===== config.mk =====
export PLATFORM = sky130hd
export DESIGN_NAME = read_error_log_dedup
export DESIGN_NICKNAME = d
export VERILOG_FILES = /design/src/rtl/rel_pkg.sv /design/src/rtl/rel_ram.sv /design/src/rtl/read_error_log_dedup.sv
export SDC_FILE = /design/constraint.sdc
export NUM_CORES = 1
export LEC_CHECK = 0
export BUFFER_PORTS_ARGS = -buffer_cell sky130_fd_sc_hd__buf_2
export CORE_MARGIN = 1
export CORE_UTILIZATION = 40
export CTS_CLUSTER_DIAMETER = 40
export DETAILED_ROUTE_END_ITERATION = 6
export SLEW_MARGIN = 25
export SYNTH_ARGS = -nofsm -noshare
export SYNTH_HDL_FRONTEND = slang
export SYNTH_HIERARCHICAL = 1
export SYNTH_SLANG_ARGS = --single-unit

===== constraint.sdc =====
create_clock -name clock -period 5 [get_ports clock]
set_input_delay 0.25 -clock clock [delete_from_list [all_inputs] [get_ports clock]]
set_output_delay 0.25 -clock clock [all_outputs]
set_load 0.005 [all_outputs]

===== src/rtl/rel_pkg.sv =====
`timescale 1ns / 1ps

package rel_pkg;

   localparam int LOG_DEPTH = 64;
   localparam int ADDR_W    = (LOG_DEPTH > 1) ? $clog2(LOG_DEPTH) : 1;
   localparam int CNT_W     = $clog2(LOG_DEPTH + 1);

   localparam int CAP_W     = 7;
   localparam int CMP_W     = (CNT_W > CAP_W) ? CNT_W : CAP_W;
   localparam int OFFSET_W  = 8;
   localparam int KEY_W     = 16;
   localparam int BITS_W    = 8;
   localparam int REC_W     = KEY_W + BITS_W;
   localparam int SLOT_W    = 6;
   localparam int TOTAL_W   = 7;
   localparam int STATUS_W  = 2;

   localparam int REQ_DATA_W = 24;
   localparam int RSP_DATA_W = 24;
   localparam int RSP_USED_W = SLOT_W + TOTAL_W + BITS_W;

   localparam int PADDR_W   = 4;
   localparam int PDATA_W   = 32;

   localparam logic [CAP_W-1:0] CAPACITY_RESET = CAP_W'(64);

   // register index, taken from paddr[3:2]
   localparam logic [1:0] REG_CAPACITY       = 2'd0;
   localparam logic [1:0] REG_PREREAD_OFFSET = 2'd1;
   localparam logic [1:0] REG_MERGE_MODE     = 2'd2;

   localparam logic ACT_READ    = 1'b0;
   localparam logic ACT_PREREAD = 1'b1;

   typedef enum logic [STATUS_W-1:0] {
      ST_APPEND    = 2'd0,
      ST_DUPLICATE = 2'd1,
      ST_FULL      = 2'd2
   } status_type;

   typedef enum logic [1:0] {
      S_IDLE,
      S_SCAN,
      S_FINISH
   } state_type;

endpackage


===== src/rtl/rel_ram.sv =====
`timescale 1ns / 1ps

module rel_ram #(
   parameter int WIDTH = 8,
   parameter int DEPTH = 64,
   localparam int AW   = (DEPTH > 1) ? $clog2(DEPTH) : 1
) (
   input  logic             clock,
   input  logic             wr_en,
   input  logic [AW-1:0]    wr_addr,
   input  logic [WIDTH-1:0] wr_data,
   input  logic             rd_en,
   input  logic [AW-1:0]    rd_addr,
   output logic [WIDTH-1:0] rd_data
);

   logic [WIDTH-1:0] mem_ff [DEPTH];
   logic [WIDTH-1:0] rd_data_ff;

   always_ff @(posedge clock) begin
      if (wr_en) begin
         mem_ff[wr_addr] <= wr_data;
      end
      if (rd_en) begin
         rd_data_ff <= mem_ff[rd_addr];
      end
   end

   assign rd_data = rd_data_ff;

endmodule


===== src/rtl/read_error_log_dedup.sv =====
`timescale 1ns / 1ps

// Read-error log with de-duplication.
// req channel: one transfer per error event; tuser carries the kind (read or
// pre-read), tdata the position and error bits. rsp channel: one transfer per
// request with status in tuser and slot, entry total and summary in tdata.
// csr: APB registers capacity (0x0), pre-read offset (0x4), merge mode (0x8).
// Records live in a single-port-read memory; a request scans the stored keys
// one per cycle, reads pipelined so a compare happens every cycle.
// A request that finds the log empty or full goes straight to its result;
// else the scan compares k records, where k is the match index + 1 on a
// duplicate and the whole count otherwise. A scan covers at most 63 records,
// as a log holding 64 is full. The next request is taken once the result is
// in the output register, so the log works on one request at a time.
// A result waiting on rsp_tready does not block the next request, but that
// request's result waits for the output register to drain.
// Reset empties the log (count and summary to zero), restores the register
// defaults and drops any result in flight. Memory contents need no clearing.
module read_error_log_dedup (
   input  logic                             clock,
   input  logic                             reset,

   input  logic                             req_tvalid,
   output logic                             req_tready,
   // [15:0] position, [23:16] err_bits
   input  logic [rel_pkg::REQ_DATA_W-1:0]   req_tdata,
   // [0] action
   input  logic                             req_tuser,

   output logic                             rsp_tvalid,
   input  logic                             rsp_tready,
   // [5:0] slot, [12:6] entry_total, [20:13] summary_bits, [23:21] zero
   output logic [rel_pkg::RSP_DATA_W-1:0]   rsp_tdata,
   // [1:0] status
   output logic [rel_pkg::STATUS_W-1:0]     rsp_tuser,

   input  logic                             csr_psel,
   input  logic                             csr_penable,
   input  logic                             csr_pwrite,
   input  logic [rel_pkg::PADDR_W-1:0]      csr_paddr,
   input  logic [rel_pkg::PDATA_W-1:0]      csr_pwdata,
   output logic [rel_pkg::PDATA_W-1:0]      csr_prdata,
   output logic                             csr_pready
);

   import rel_pkg::*;

   // configuration
   logic [CAP_W-1:0]    capacity_ff, capacity_in;
   logic [OFFSET_W-1:0] offset_ff, offset_in;
   logic                merge_ff, merge_in;

   // log state
   state_type           state_ff, state_in;
   logic [CNT_W-1:0]    count_ff, count_in;
   logic [BITS_W-1:0]   summary_ff, summary_in;

   // request in progress
   logic [KEY_W-1:0]    key_ff, key_in;
   logic [BITS_W-1:0]   bits_ff, bits_in;
   logic                merge_read_ff, merge_read_in;
   status_type          status_ff, status_in;
   logic [CNT_W-1:0]    issue_ff, issue_in;
   logic                pend_ff, pend_in;
   logic [ADDR_W-1:0]   pend_addr_ff, pend_addr_in;
   logic [ADDR_W-1:0]   slot_ff, slot_in;
   logic [BITS_W-1:0]   match_bits_ff, match_bits_in;

   // output register
   logic                rsp_valid_ff, rsp_valid_in;
   status_type          rsp_status_ff, rsp_status_in;
   logic [SLOT_W-1:0]   rsp_slot_ff, rsp_slot_in;
   logic [TOTAL_W-1:0]  rsp_total_ff, rsp_total_in;
   logic [BITS_W-1:0]   rsp_summary_ff, rsp_summary_in;

   // record memory
   logic                ram_wr_en;
   logic [ADDR_W-1:0]   ram_wr_addr;
   logic [REC_W-1:0]    ram_wr_data;
   logic                ram_rd_en;
   logic [ADDR_W-1:0]   ram_rd_addr;
   logic [REC_W-1:0]    ram_rd_data;

   logic                csr_wr;
   logic [CMP_W-1:0]    eff_cap;
   logic                log_full;
   logic                last_pend;
   logic                req_preread;
   logic [KEY_W-1:0]    req_position;
   logic [BITS_W-1:0]   req_bits;
   logic [KEY_W-1:0]    req_key;

   rel_ram #(
      .WIDTH (REC_W),
      .DEPTH (LOG_DEPTH)
   ) u_rec_ram (
      .clock   (clock),
      .wr_en   (ram_wr_en),
      .wr_addr (ram_wr_addr),
      .wr_data (ram_wr_data),
      .rd_en   (ram_rd_en),
      .rd_addr (ram_rd_addr),
      .rd_data (ram_rd_data)
   );

   // ---------------- configuration port ----------------
   assign csr_pready = 1'b1;
   assign csr_wr     = csr_psel & csr_penable & csr_pwrite & csr_pready;

   always_comb begin
      capacity_in = capacity_ff;
      offset_in   = offset_ff;
      merge_in    = merge_ff;
      if (csr_wr) begin
         case (csr_paddr[3:2])
            REG_CAPACITY:       capacity_in = csr_pwdata[CAP_W-1:0];
            REG_PREREAD_OFFSET: offset_in   = csr_pwdata[OFFSET_W-1:0];
            REG_MERGE_MODE:     merge_in    = csr_pwdata[0];
            default:            ;
         endcase
      end
   end

   always_comb begin
      case (csr_paddr[3:2])
         REG_CAPACITY:       csr_prdata = PDATA_W'(capacity_ff);
         REG_PREREAD_OFFSET: csr_prdata = PDATA_W'(offset_ff);
         REG_MERGE_MODE:     csr_prdata = PDATA_W'(merge_ff);
         default:            csr_prdata = '0;
      endcase
   end

   // ---------------- request decode ----------------
   assign req_preread  = (req_tuser == ACT_PREREAD);
   assign req_position = req_tdata[KEY_W-1:0];
   assign req_bits     = req_tdata[KEY_W +: BITS_W];
   assign req_key      = req_preread ? (req_position + KEY_W'(offset_ff)) : req_position;

   assign eff_cap   = (CMP_W'(capacity_ff) < CMP_W'(LOG_DEPTH)) ?
                      CMP_W'(capacity_ff) : CMP_W'(LOG_DEPTH);
   assign log_full  = CMP_W'(count_ff) >= eff_cap;
   assign last_pend = (CNT_W'(pend_addr_ff) + CNT_W'(1)) == count_ff;

   assign req_tready = (state_ff == S_IDLE);

   // ---------------- control ----------------
   always_comb begin
      state_in       = state_ff;
      count_in       = count_ff;
      summary_in     = summary_ff;
      key_in         = key_ff;
      bits_in        = bits_ff;
      merge_read_in  = merge_read_ff;
      status_in      = status_ff;
      issue_in       = issue_ff;
      pend_in        = pend_ff;
      pend_addr_in   = pend_addr_ff;
      slot_in        = slot_ff;
      match_bits_in  = match_bits_ff;

      rsp_valid_in   = rsp_valid_ff & ~rsp_tready;
      rsp_status_in  = rsp_status_ff;
      rsp_slot_in    = rsp_slot_ff;
      rsp_total_in   = rsp_total_ff;
      rsp_summary_in = rsp_summary_ff;

      ram_wr_en      = 1'b0;
      ram_wr_addr    = count_ff[ADDR_W-1:0];
      ram_wr_data    = {key_ff, bits_ff};
      ram_rd_en      = 1'b0;
      ram_rd_addr    = issue_ff[ADDR_W-1:0];

      case (state_ff)
         S_IDLE: begin
            if (req_tvalid) begin
               key_in        = req_key;
               bits_in       = req_bits;
               merge_read_in = ~req_preread & merge_ff;
               issue_in      = '0;
               pend_in       = 1'b0;
               slot_in       = '0;
               // merge mode ORs read-kind bits into the summary even when full
               if (~req_preread & merge_ff) begin
                  summary_in = summary_ff | req_bits;
               end
               if (log_full) begin
                  status_in = ST_FULL;
                  state_in  = S_FINISH;
               end else if (count_ff == '0) begin
                  status_in = ST_APPEND;
                  state_in  = S_FINISH;
               end else begin
                  state_in  = S_SCAN;
               end
            end
         end

         S_SCAN: begin
            pend_in = 1'b0;
            if (issue_ff < count_ff) begin
               ram_rd_en    = 1'b1;
               issue_in     = issue_ff + CNT_W'(1);
               pend_in      = 1'b1;
               pend_addr_in = issue_ff[ADDR_W-1:0];
            end
            // compare the entry read last cycle; a stray read after a hit is harmless
            if (pend_ff) begin
               if (ram_rd_data[REC_W-1:BITS_W] == key_ff) begin
                  slot_in       = pend_addr_ff;
                  match_bits_in = ram_rd_data[BITS_W-1:0];
                  status_in     = ST_DUPLICATE;
                  pend_in       = 1'b0;
                  state_in      = S_FINISH;
               end else if (last_pend) begin
                  status_in     = ST_APPEND;
                  pend_in       = 1'b0;
                  state_in      = S_FINISH;
               end
            end
         end

         S_FINISH: begin
            if (~rsp_valid_ff | rsp_tready) begin
               rsp_valid_in  = 1'b1;
               rsp_status_in = status_ff;
               state_in      = S_IDLE;
               case (status_ff)
                  ST_APPEND: begin
                     ram_wr_en      = 1'b1;
                     ram_wr_addr    = count_ff[ADDR_W-1:0];
                     ram_wr_data    = {key_ff, bits_ff};
                     count_in       = count_ff + CNT_W'(1);
                     summary_in     = summary_ff | bits_ff;
                     rsp_slot_in    = SLOT_W'(count_ff);
                     rsp_total_in   = TOTAL_W'(count_ff + CNT_W'(1));
                     rsp_summary_in = summary_ff | bits_ff;
                  end
                  ST_DUPLICATE: begin
                     ram_wr_en      = merge_read_ff;
                     ram_wr_addr    = slot_ff;
                     ram_wr_data    = {key_ff, match_bits_ff | bits_ff};
                     rsp_slot_in    = SLOT_W'(slot_ff);
                     rsp_total_in   = TOTAL_W'(count_ff);
                     rsp_summary_in = summary_ff;
                  end
                  default: begin
                     rsp_slot_in    = '0;
                     rsp_total_in   = TOTAL_W'(count_ff);
                     rsp_summary_in = summary_ff;
                  end
               endcase
            end
         end

         default: begin
            state_in = S_IDLE;
         end
      endcase
   end

   always_ff @(posedge clock) begin
      if (reset) begin
         capacity_ff  <= CAPACITY_RESET;
         offset_ff    <= '0;
         merge_ff     <= 1'b0;
         state_ff     <= S_IDLE;
         count_ff     <= '0;
         summary_ff   <= '0;
         pend_ff      <= 1'b0;
         rsp_valid_ff <= 1'b0;
      end else begin
         capacity_ff  <= capacity_in;
         offset_ff    <= offset_in;
         merge_ff     <= merge_in;
         state_ff     <= state_in;
         count_ff     <= count_in;
         summary_ff   <= summary_in;
         pend_ff      <= pend_in;
         rsp_valid_ff <= rsp_valid_in;
      end
   end

   always_ff @(posedge clock) begin
      key_ff         <= key_in;
      bits_ff        <= bits_in;
      merge_read_ff  <= merge_read_in;
      status_ff      <= status_in;
      issue_ff       <= issue_in;
      pend_addr_ff   <= pend_addr_in;
      slot_ff        <= slot_in;
      match_bits_ff  <= match_bits_in;
      rsp_status_ff  <= rsp_status_in;
      rsp_slot_ff    <= rsp_slot_in;
      rsp_total_ff   <= rsp_total_in;
      rsp_summary_ff <= rsp_summary_in;
   end

   assign rsp_tvalid = rsp_valid_ff;
   assign rsp_tuser  = rsp_status_ff;
   assign rsp_tdata  = {(RSP_DATA_W - RSP_USED_W)'(0), rsp_summary_ff, rsp_total_ff,
                        rsp_slot_ff};

endmodule


Word level (Yosys, flattened, before mapping). Memories as Yosys holds them, arrays and structs flattened. A register that Yosys moved wholly into a read port is not among the register bits. Cells that the tools add are included. Widths: inputs -> output; s select.

Add/sub/neg operators: 4. Magnitude comparators: 3. Equal/unequal tests: 15. Muxes and demuxes: 52. Bitwise gates (word level): 11. Reductions and logical operators: 19.

Operators by type and width (count): $mux 8 (7); $mux 6 (6); $mux 7 (4); $mux 2 (13); $or 8x8->8 (3); $pmux 6 s2 (2); $pmux 8 s3 (1); $add 16x8->16 (1); $eq 16x16->1 (1); $mux 16 (1); $pmux 8 s2 (1); $add 7x1->7 const B (2); $pmux 7 s2 (1); $reduce_and 2->1 (7); $mux 1 (12); $reduce_and 4->1 (3); $ne 2x2->1 const B (5); $add 6x1->7 const B (1); $eq 7x7->1 (1); $ge 7x7->1 (1); $logic_not 7->1 (1); $lt 7x7->1 (1); $lt 7x7->1 const B (1); $eq 2x1->1 const B (3); other kinds (14) (25).

Register bits: 112. Bits in writable memories: 1536. Bits of input ports: 68. Logic and storage cells: 125. Memories kept: 1.

Memory list: u_rec_ram.mem_ff (words 64, bits a word 24, rd ports 1, clocked after memory_dff 1, wr ports 1, RTL line rel_ram.sv:17) `logic [WIDTH-1:0] mem_ff [DEPTH];`.

Logic depth before layout (Yosys ltp).
Word-level depth: 6. Gate-level depth with buffers: 11. Depth with buffers taken out: 9.

By module. The synthesis kept the hierarchy.

Modules (own cells, without submodules): rel_ram (instances 1, cells each 2610, area each 59535.8 µm², sequential area each 46844.9 µm²); read_error_log_dedup (instances 1, cells each 573, area each 5972.0 µm², sequential area each 3012.9 µm²).

Least setup slack after synthesis. No wires, ideal clock.

Path kind: register to register. Start point: register state_ff[0]. End point: memory u_rec_ram/mem_ff[49][0] in the netlist's numbering, enable pin. Library setup time: 435 ps. Data arrival time: 3577 ps. Data required time: 4565 ps. Slack: 988 ps. Cell stages (with the launch flop): 11. Period minus slack after synthesis: 4012 ps. Path through: dfxtp_1 > nand2b_1 > nand2b_1 > clkbuf_1 > nor3b_1 > clkbuf_1 > nand2_1 > o21ai_0 > clkbuf_1 > nand4_1 > nor3_1.

Elaborated cells between the ends (all ways): 5. Those cells by class: 1 x eq/ne; 4 x mux.

RTL lines: start, declared (RTL line read_error_log_dedup.sv:54) `state_type state_ff, state_in;`; start signal, assigned (RTL line read_error_log_dedup.sv:275) `state_ff <= state_in;`; $eq 2x2->1 (RTL line read_error_log_dedup.sv:173) `case (state_ff)`; $mux 6 (RTL line read_error_log_dedup.sv:173); net ram_wr_addr[5] (RTL line read_error_log_dedup.sv:78) `logic [ADDR_W-1:0] ram_wr_addr;`; end, declared (RTL line rel_ram.sv:17).

The timed path passes the listed nets, and every way through them passes these cells.

Worst setup path in the final report.
Start point: register state_ff[1]. End point: memory u_rec_ram/mem_ff[62][18] in the netlist's numbering, enable pin.

Same word-level chain as after synthesis.

==> metrics.md <==
| Metric | Value |
|---|---|
| Run status | `finished clean` |
| Reg2reg setup slack | `approximately 1.2 ns` |
| Initial antenna violation count | `4` |
| CP Capture Type | `flip-flop` |
| Fin crit share | `about three quarters` |
| CTS tree | `built` |
| Cell Area, Synth | `45800 um2` |
| Worst-Margin Slew | `1.10 ns` |
| Crit Path Max Fanout | `16` |
| Core area | `between 100000 and 150000 um2` |
| CTS Buf Count | `around 140` |
| First-pass GRT wire length | `~160000 um` |
| Clk_skew | `between 0.03 and 0.04 ns` |
| Drt total wl | `about 110000 um` |
| Warnings from Yosys | `6` |
| H-tree depth | `4` |
| Area Growth Syn to Fin | `16.3%` |
| Fin Setup TNS | `0 ns` |
| GRT Max-Usage Layer | `met2` |
| Number of detailed-route iterations in the first pass | `7` |
| Gate Count Post-Synth | `2383` |
| CP bufs+invs | `3` |
| Ports | `between 100 and 150` |
| Crit-path cells | `nand2b_1 -> nand2b_1 -> nor3b_1 -> buf_4 -> o21ai_0 -> buf_4 -> nor2b_1 -> nand3_1 -> nor2_1 -> buf_4` |
| Slowest cell on the critical path | `dfxtp_1` |
| Total track usage | `a little under a fifth` |
| Via count | `approximately 23000` |
| Clock Sinks | `1144` |
| Post-CTS Resized | `0` |
| DR iter-0 viols | `roughly 2300` |
| Die X-Extent | `~340 um` |
| # rows | `approximately 120` |
| CP top delay family | `simple AND/OR/NAND/NOR gates` |
| Relative max-transition margin | `a little over a quarter` |
| Initial core utilization | `between 40% and 50%` |
| Post-detailed-route count of antenna-violating nets | `0` |
| # setup viols final | `0` |
| Ratio of cells with drive above 1 in the final layout | `roughly a quarter` |
| Final HPWL DP | `64300 um` |
| Clock Root Buffer | `clkbuf_16` |
| Final net count | `roughly 2700` |
| Met3 GRT Util | `under 10%` |
| Gp weighted congestion | `around 0.84` |
| Critical path type | `flip-flop to flip-flop` |
| Die area | `roughly 120000 um2` |
| Unrepaired setup endpoints after global routing | `false` |
| Startpoint types | `flip-flop` |
| Met2 usage | `between 30% and 40%` |
| Number of max-cap violations | `0` |
| I/O Buffers | `74` |
| Pleak | `approximately 17 nW` |
| Max IR drop VDD | `0.000283 V` |
| Vert. Die Dim | `~340 um` |
| Req. time, crit path | `roughly 5.4 ns` |
| Placed Instances | `~3900` |
| Max clock buf depth | `3` |
| DRC errors left | `0` |
| Maximum clock frequency | `roughly 260 MHz` |
| Final Hold Viols | `0` |
| Clk slew on worst S/H paths | `0.05 ns` |
| Slowest stage delay, CP | `a little over 0.7 ns` |
| Worst-Skew Late Latency | `about 0.75 ns` |
| Largest net degree at the start of global routing | `119` |
| P per Cell Area | `roughly 420 nW/um2` |
| Drt wl/cell | `25.6 um` |
| Via count of the first global-routing pass | `around 24000` |
| Hold WC Path Type | `primary input to flip-flop` |
| Aggregate global routing overflow | `0` |
| Most common cell on crit path | `buf_4` |
| Fin Hold WS | `0.0719 ns` |
| Fin. max-slew vios | `0` |
| Syn Area/Cell | `19.2 um2` |
| CP arrival | `between 4 and 5 ns` |
| Final min period | `3.80 ns` |
| Post-route insts no fill | `about 4200` |
| Vias/cell | `about 5.5` |
| Met1 Usage GRT | `25.2%` |
registers in the layout (all words and copies together), names as in the netlist, 8 cells and up:
register	cells
bits_ff	8
key_ff	16
offset_ff	8
summary_ff	8
u_rec_ram/rd_data	16
rsp_summary_ff	8
u_rec_ram/mem_ff	1024
routing by layer:
layer / vias to the layer above / part of all wire (%)
met4: 2 / 2.5
met2: 871 / 49
met5: - / 0.012
met3: 163 / 6.8
li1: 10000 / -
met1: 12300 / 41
power breakdown:
| group | internal [mW] | leakage (nW) | total [mW] | switching [mW] |
|---|---|---|---|---|
| clock network | 5.87 | 2.25 | 10.0 | 4.13 |
| registers | 10.7 | 10.3 | 10.8 | 0.0552 |
| logic | 0.626 | 4.74 | 1.69 | 1.07 |
worst register-to-register path: cells and delay by family, from the launching register on:
kind,cells,cell delay (ns)
compound gates,1,0.15
buf+inv,3,0.74
flops,1,0.72
simple gates,6,1.84
cell type report:
type / count / area, um2
clock buffers: 162 / 3630
clock inverters: 101 / 1060
flip-flops and latches: 1144 / 34000
repair buffers: 243 / 1870
inverters: 19 / 71.3
well taps: 1500 / 1880
fillers: 9388 / 59700
diodes: 1 / 2.50
multi-input cells: 1052 / 10700
metrics by stage:
stage	cell area, um2	utilization (%)	power [mW]	setup slack [ns]
detailed placement	48100	42.6	12.6	1.31
global placement	48100	42.6	12.6	1.40
floorplan	45900	-	12.0	1.57
finish	53300	47.1	22.5	1.20
global route	53300	47.1	23.1	0.947
CTS	53300	47.1	22.7	1.26
cells in the final DEF, fill, tap and decap left out, types with 21 or more instances in the layout:
master and count:
dfxtp_1 35, conb_1 28, clkbuf_16 142, edfxtp_1 1109, a221oi_1 33, dlygate4sd3_1 44
nand3_1 25, mux4_2 239, o21ai_0 30, buf_2 74, nand2_1 67, nor2_1 157
xor2_1 30, mux2_2 38, nand2b_1 21, ha_1 26, o22ai_1 38, buf_4 115
mux2i_1 85, a21oi_1 50
repair_timing:
item,in CTS,in global routing
hold endpoints to repair,54,0
buffers inserted,0,0
hold buffers,44,0
final timing paths:
| check | startpoint | end | cells past startpoint |
|---|---|---|---|
| worst min register to register | summary_ff[4] | summary_ff[4] | 2 |
| worst max register to register | state_ff[1] | u_rec_ram/mem_ff[62][18] | 10 |
| worst max-delay path | state_ff[1] | u_rec_ram/mem_ff[62][18] | 10 |
| worst min-delay path | csr_paddr[3] | merge_ff | 4 |
No activity file was read; power rests on OpenSTA's default activity.
